==> src/hw/rtl/hpj_pkg.sv <==
// ============================================================================
// hpj_pkg: shared definitions of the heated plate Jacobi stencil
// Sizes, field widths, register indexes, reset values, the result word and
// the grid size clamps used by the stencil datapath.
// ============================================================================
`default_nettype none

package hpj_pkg;

	// Largest plate the line stores are sized for (interior cells).
	localparam int MAX_COLS = 1024;
	localparam int MAX_ROWS = 1024;

	// One line store row holds the interior cells plus both boundary cells.
	localparam int LINE_LEN = MAX_COLS + 2;
	localparam int LINE_AW  = $clog2(LINE_LEN);

	// Field widths fixed by the interface.
	localparam int VAL_W = 18;
	localparam int IDX_W = 11;
	localparam int SUM_W = VAL_W + 2;

	// Position counters: a column runs to MAX_COLS+1, a row to MAX_ROWS+2.
	localparam int COL_W = $clog2(MAX_COLS + 2);
	localparam int ROW_W = $clog2(MAX_ROWS + 3);

	// Configuration port.
	localparam int CFG_IDX_W  = 3;
	localparam int CFG_DATA_W = VAL_W;

	typedef enum logic [CFG_IDX_W-1:0] {
		REG_GRID_COLS     = 3'd0,
		REG_GRID_ROWS     = 3'd1,
		REG_HOTSPOT_EN    = 3'd2,
		REG_HOTSPOT_ROW   = 3'd3,
		REG_HOTSPOT_COL   = 3'd4,
		REG_HOTSPOT_VALUE = 3'd5
	} cfg_reg_t;

	localparam logic [IDX_W-1:0] RST_GRID_COLS     = IDX_W'(1024);
	localparam logic [IDX_W-1:0] RST_GRID_ROWS     = IDX_W'(1024);
	localparam logic             RST_HOTSPOT_EN    = 1'b0;
	localparam logic [IDX_W-1:0] RST_HOTSPOT_ROW   = IDX_W'(1);
	localparam logic [IDX_W-1:0] RST_HOTSPOT_COL   = IDX_W'(1);
	localparam logic [VAL_W-1:0] RST_HOTSPOT_VALUE = VAL_W'(256000);

	// One result word of the output channel.
	typedef struct packed {
		logic [VAL_W-1:0] new_value;
		logic [IDX_W-1:0] out_row;
		logic [IDX_W-1:0] out_col;
		logic             last_cell;
	} result_t;

	// A zero size counts as one; a size past the line store is cut to it.
	function automatic logic [COL_W-1:0] clamp_cols(input logic [IDX_W-1:0] v);
		if (v == '0) begin
			return COL_W'(1);
		end else if (int'(v) > MAX_COLS) begin
			return COL_W'(MAX_COLS);
		end else begin
			return COL_W'(v);
		end
	endfunction

	function automatic logic [ROW_W-1:0] clamp_rows(input logic [IDX_W-1:0] v);
		if (v == '0) begin
			return ROW_W'(1);
		end else if (int'(v) > MAX_ROWS) begin
			return ROW_W'(MAX_ROWS);
		end else begin
			return ROW_W'(v);
		end
	endfunction

endpackage

`default_nettype wire

==> src/hw/rtl/hpj_out_buf.sv <==
// ============================================================================
// hpj_out_buf: two-entry output stage of the stencil
// An output register plus a skid register, so a result can be taken in while
// the one in front is stalled.
// ============================================================================
`default_nettype none

module hpj_out_buf (
	input  logic             clk,
	input  logic             arst_n,
	input  logic             res_valid,
	input  hpj_pkg::result_t res,
	output logic             out_valid,
	input  logic             out_stall,
	output hpj_pkg::result_t out_res,
	output logic             full
);

	import hpj_pkg::*;

	logic    out_valid_q;
	logic    skid_valid_q;
	result_t out_q;
	result_t skid_q;
	logic    load_out;

	// The output register may take a new word when empty or being taken now.
	assign load_out = !out_valid_q || !out_stall;

	always_ff @(posedge clk or negedge arst_n) begin
		if (!arst_n) begin
			out_valid_q  <= 1'b0;
			skid_valid_q <= 1'b0;
		end else if (load_out) begin
			if (skid_valid_q) begin
				out_valid_q  <= 1'b1;
				skid_valid_q <= 1'b0;
			end else begin
				out_valid_q <= res_valid;
			end
		end else if (res_valid) begin
			skid_valid_q <= 1'b1;
		end
	end

	always_ff @(posedge clk) begin
		if (load_out) begin
			out_q <= skid_valid_q ? skid_q : res;
		end
		if (!load_out && res_valid) begin
			skid_q <= res;
		end
	end

	assign out_valid = out_valid_q;
	assign out_res   = out_q;
	assign full      = skid_valid_q;

endmodule

`default_nettype wire

==> config.mk <==
export PLATFORM = sky130hd
export DESIGN_NAME = hpj_out_buf
export DESIGN_NICKNAME = d
export VERILOG_FILES = /design/src/hw/rtl/hpj_pkg.sv /design/src/hw/rtl/hpj_out_buf.sv
export SDC_FILE = /design/constraint.sdc
export NUM_CORES = 1
export LEC_CHECK = 0
export BUFFER_PORTS_ARGS = -buffer_cell sky130_fd_sc_hd__buf_2
export CORE_MARGIN = 5
export CORE_UTILIZATION = 35
export DETAILED_ROUTE_END_ITERATION = 16
export PLACE_DENSITY_LB_ADDON = 0.05
export SLEW_MARGIN = 20
export SYNTH_ARGS = -nofsm -noshare
export SYNTH_HDL_FRONTEND = slang
export SYNTH_SLANG_ARGS = --single-unit
export TNS_END_PERCENT = 30
==> constraint.sdc <==
create_clock -name clk -period 5.7 [get_ports clk]
set_input_delay 0.855 -clock clk [delete_from_list [all_inputs] [get_ports clk]]
set_output_delay 0.855 -clock clk [all_outputs]
set_load 0.01 [all_outputs]
==> results of run 1 <==
[state kept, by name, summed over array words and instances, names as in the netlist]
signal / flops
out_res: 41
skid_q: 41
out_valid: 1
full: 1
[worst max-delay path by stage]
stage,start,endpoint
final,full,full
after global routing,full,full
after CTS,full,full
after detailed placement,out_stall,skid_q[0]
after global placement,full,full
after floorplan,res_valid,skid_q[0]
[metal layers]
metal	GRT usage (%)	wire length, um	up-vias
met5	0	20	-
met4	5.550	90	2
met3	4.189	491	12
met2	17.65	2832	59
met1	11.90	2401	741
li1	-	-	722
[through the flow]
stage / power, mW / setup slack, ps / cell area, sq um
after floorplan: 0.8463 / 3402 / 3237
after global placement: 0.8953 / 3448 / 3732
after detailed placement: 0.9003 / 3419 / 3732
after CTS: 1.350 / 3031 / 3939
after global routing: 1.384 / 2966 / 3941
final: 1.324 / 3092 / 3941
[cell type report]
cell class	instances	share of cell area (%)
Tap cell	111	3.524
Antenna cell	1	0.06349
Timing Repair Buffer	88	11.24
Clock buffer	10	3.238
Clock inverter	6	2.000
Multi-Input combinational cell	45	16.16
Sequential cell	84	63.78
[critical path, delay by kind of cell (launching register included)]
kind                   cells  cell delay (ps)
buffers and inverters      2              800
flip-flops                 1              610
[power groups by stage]
stage	combinational, mW	sequential (mW)	clock [mW]
6_report	0.136	0.745	0.443
5_1_grt	0.147	0.750	0.487
4_1_cts	0.140	0.747	0.463
3_5_place_dp	0.140	0.760	0
3_3_place_gp	0.136	0.759	0
2_1_floorplan	0.0744	0.772	0
[cell usage after synthesis]
cell | count | share of area (%)
edfxtp_1 | 82 | 76
mux2_4 | 38 | 18
buf_12 | 4 | 2.5
mux2_2 | 3 | 1.0
dfrtp_1 | 2 | 1.5
a211o_1 | 1 | 0.27
and3_1 | 1 | 0.19
buf_6 | 1 | 0.35
nand2_1 | 1 | 0.12
o211a_1 | 1 | 0.31
[kinds of logic (layout without fill, tap and decap cells)]
logic type,after synthesis,count (layout)
buf+inv,5,104
mux,41,41
compound gates,2,2
other cells,0,1
simple gates,2,2
flops,84,84
==> metrics.yaml, run 1 <==
power.switching_mw: 0.2798
postCtsSetupBuffers: 0
clkLatencyLatePin_ps: 340
max-cap-violations: 0
power_density_mw_per_mm2: 336.0
synth_cell_area_sq_mm: 0.003237
die-height_um: 106.2
hpwl_detailed_um: 3970
layout.cells.most_common_list: "buf_2, edfxtp_1, mux2_4"
grt_usage_pct: 10.68
worst-setup-path-type: "register to output pin"
area.sequential_sq_mm: 0.002514
num_rows: 35
setup_viol_count_final: 0
timing.rr.end: "out_res[5]"
worstMarginPinSlew_ps: 998.7
slew_violations: 0
leakage_nw: 1.582
post_cts_hold_buffer_count: 0
hold_path_class: "primary input to async pin"
p_comb_share_pct: 10.3
r2r_setup_slack_ps: 3930
global_placement_routability_congestion: 0.7352
timing.hold.ws_ps: 298.8
synth_top_family_by_area: "multiplexers"
worstPathRequired_ps: 4850
synth.area.mux_share_pct: 18.67
mostFrequentLayoutCell: "buf_2"
h-tree-depth: 3
num-nets-final: 273
cp.arrival_ps: 1750
post_synth_xor_area_fraction_pct: 0
number_of_buffers_inserted_by_port_buffering: 87
post_synth_num_cell_types: 10
nFillCells: 842
yosys.area_share.simple_pct: 0.3092
finalClockSkew_ps: 5.650
postSynthRegisterBits: 84
core-area_sq_mm: 0.009109
remaining_global_route_overflow: 0
wl_per_cell_um: 16.92
r2r.worst_path.cells: 2
postRouteWirelength_um: 5836
clk_path_buf_depth: 2
ys_warn_count: 0
via_count: 1536
synthAdderAreaFrac_pct: 0
max_stage_delay_ps: 610
drive_gt1_share_pct: 62.66
tritoncts_buffers: 9
timing.critical_path.cells: "buf_4 -> buf_2"
tritoncts: "done"
critical_path_slowest_stage_cell: "dfrtp_2"
first_global_vias: 1776
worst_voltage_drop_across_the_vdd_grid_mv: 0.1282
area.growth.synth_to_final_pct: 21.76
tns_ps: 0
report.final.hold_viol_count: 0
cell_internal_pwr_mw: 1.044
crit_path_end_kind: "output pin"
cts.repair.resized: 0
share_seq_of_total_power_pct: 56.3
non_filler_cells_final: 345
finalCritPeriodShare_pct: 45.76
grt_setup_unrepaired: "false"
drt_drc_violations_left: 0
postSynthCellCount: 134
clk_pin_slew_worst_paths_ps: 80
dieWidth_um: 106.2
final_antenna_net_count: 0
synthesis.nets: 179
outcome: "finished, final reports clean"
grt_antenna_before_repair: 2
power_frac_clock_pct: 33.5
share_of_the_synthesized_area_in_compound_gates_ao_oa_aoi_oai_pct: 0.5798
crit_path_start_kind: "register"
drt_first_pass_iters: 3
grt_first_pass_wirelength_um: 9032
postLayoutCoreUtil_pct: 43.27
tritoncts_num_sinks: 84
post_synthesis_sequential_area_ratio_pct: 77.62
start_util_pct: 35.54
maxSlewHeadroom_pct: 33.18
post_synth.cell_area_avg_sq_um: 24.16
rr_startpoint: "full"
drt-initial-drc-count: 28
multiInputGateArea_sq_um: 636.9
maximum_frequency_from_static_timing_analysis_mhz: 383.4
placed_cells: 328
drt-vias-per-instance: 4.452
floorplan.io_pins: 88
worst-path-max-fanout: 31
swShare_pct: 21.13
fp.dieArea_sq_mm: 0.01127
post-route-min-period_ps: 2608
clock-root-buffer: "clkbuf_8"
grt_start_max_net_pins: 42
Power figures use the tool's default switching activity.
==> inputs of run 2 (changes only) <==
clock period = 2.3 ns   (was 5.7 ns; I/O delays follow)
==> run 2 against run 1 <==
Against the previous run:
- die area did not move
- clock skew grew 5.9 ps
- critical path type unchanged
- routed wire length is 1.9% higher
- first-iteration DRC count rose by 79%
- combinational power rose to 2.6 times the previous value
- highest routed layer unchanged
- clock-buffer cell count unchanged
- sequential power rose by 150%
- register-to-register slack got worse by 3200 ps
- total power grew 150%
- clock power rose by 150%
==> metrics.yaml, run 2 (same netlist as run 1, synthesis figures left out) <==
tritoncts_num_sinks: 84
hpwl_detailed_um: 4185
cts.repair.resized: 0
grt_usage_pct: 10.76
max_stage_delay_ps: 650
maxSlewHeadroom_pct: 68.08
finalClockSkew_ps: 11.50
grt_first_pass_wirelength_um: 9163
worstMarginPinSlew_ps: 477.0
slew_violations: 0
hold_path_class: "primary input to register"
crit_path_start_kind: "register"
clock-root-buffer: "clkbuf_8"
start_util_pct: 35.54
setup_viol_count_final: 0
setup_ws_final_ps: 445.8
h-tree-depth: 3
floorplan.io_pins: 88
critical_path_slowest_stage_cell: "dfrtp_2"
clk_pin_slew_worst_paths_ps: 80
worst-path-max-fanout: 31
drive_gt1_share_pct: 62.71
post_cts_hold_buffer_count: 1
clkLatencyLatePin_ps: 340
num_rows: 35
leakage_nw: 1.604
area.growth.synth_to_final_pct: 23.42
remaining_global_route_overflow: 0
layout.cells.most_common_list: "buf_2, edfxtp_1, mux2_4"
postCtsSetupBuffers: 0
fp.dieArea_sq_mm: 0.01127
drt-vias-per-instance: 4.611
post-route-min-period_ps: 1854
grt_start_max_net_pins: 32
outcome: "finished, final reports clean"
number_of_buffers_inserted_by_port_buffering: 87
clk_path_buf_depth: 2
tritoncts: "done"
wl_per_cell_um: 17.14
postRouteWirelength_um: 5947
antennaDiodeCount: 0
cp.arrival_ps: 1510
tritoncts_buffers: 9
worst-setup-path-type: "register to output pin"
power_density_mw_per_mm2: 825.2
max-cap-violations: 0
drt_drc_violations_left: 0
core-area_sq_mm: 0.009109
worstPathRequired_ps: 1960
final_antenna_net_count: 0
timing.critical_path.cells: "buf_12 -> buf_2"
crit_path_end_kind: "output pin"
via_count: 1600
grt_antenna_before_repair: 2
grt_setup_unrepaired: "false"
report.final.hold_viol_count: 0
num-nets-final: 277
die-height_um: 106.2
drt_first_pass_iters: 4
maximum_frequency_from_static_timing_analysis_mhz: 539.3
finalCritPeriodShare_pct: 80.62
tns_ps: 0
first_global_vias: 1730
dieWidth_um: 106.2
mostFrequentLayoutCell: "buf_2"
global_placement_routability_congestion: 0.7441
pre_cts_ws_ps: 733.4
drt-initial-drc-count: 50
worst_voltage_drop_across_the_vdd_grid_mv: 0.2918
## run 2: changes by cell type in the layout (fill, tap and decap cells not counted), sizes merged
cell and change:
dlygate4sd3 +1, clkinv -1, buf +3, diode -1
## run 2: layout make-up
class | count | area [sq um]
timing repair buffer | 92 | 500.5
clock inverter | 5 | 77.57
clock buffer | 10 | 127.6
sequential | 84 | 2514
fill | 822 | 5114
tap | 111 | 138.9
multi-input combinational | 45 | 636.9
## run 2: power breakdown
part | switching (mW) | internal [mW]
sequential | 0.0369 | 1.81
clock | 0.496 | 0.603
combinational | 0.166 | 0.185
## run 2: path summary, 6_finish.rpt
check	start	end	slack, ps	cells past startpoint
setup / recovery	full	full	450	2
hold / removal	res[29]	skid_q[29]	190	1
setup reg to reg	full	out_res[19]	740	2
hold reg to reg	skid_q[1]	out_res[1]	540	1
max in group asynchronous	arst_n	full	1870	2
min in group asynchronous	arst_n	out_valid	320	2
## run 2: per-layer routing
| metal | track usage, % | share of wire [%] | vias up |
|---|---|---|---|
| li1 | - | - | 728 |
| met1 | 12.38 | 42 | 795 |
| met2 | 17.56 | 47 | 61 |
| met3 | 4.493 | 9.0 | 12 |
| met4 | 4.718 | 1.5 | 4 |
| met5 | 0 | 0.37 | - |
## run 2: through the flow
stage	instances	hold slack [ps]	power, mW	util [%]	cell area, sq um
floorplan	134	49.41	2.097	-	3237
global placement	331	142.6	2.225	41.50	3780
detailed placement	331	139.4	2.242	41.50	3780
CTS	347	172.1	3.351	43.86	3995
global route	347	176.9	3.438	43.86	3995
finish	347	192.0	3.297	43.86	3995
## run 2: worst max-delay path: cells and delay by family (launching register included)
| kind | cells | cell delay [ps] |
|---|---|---|
| DFF | 1 | 650 |
| buffers and inverters | 2 | 480 |
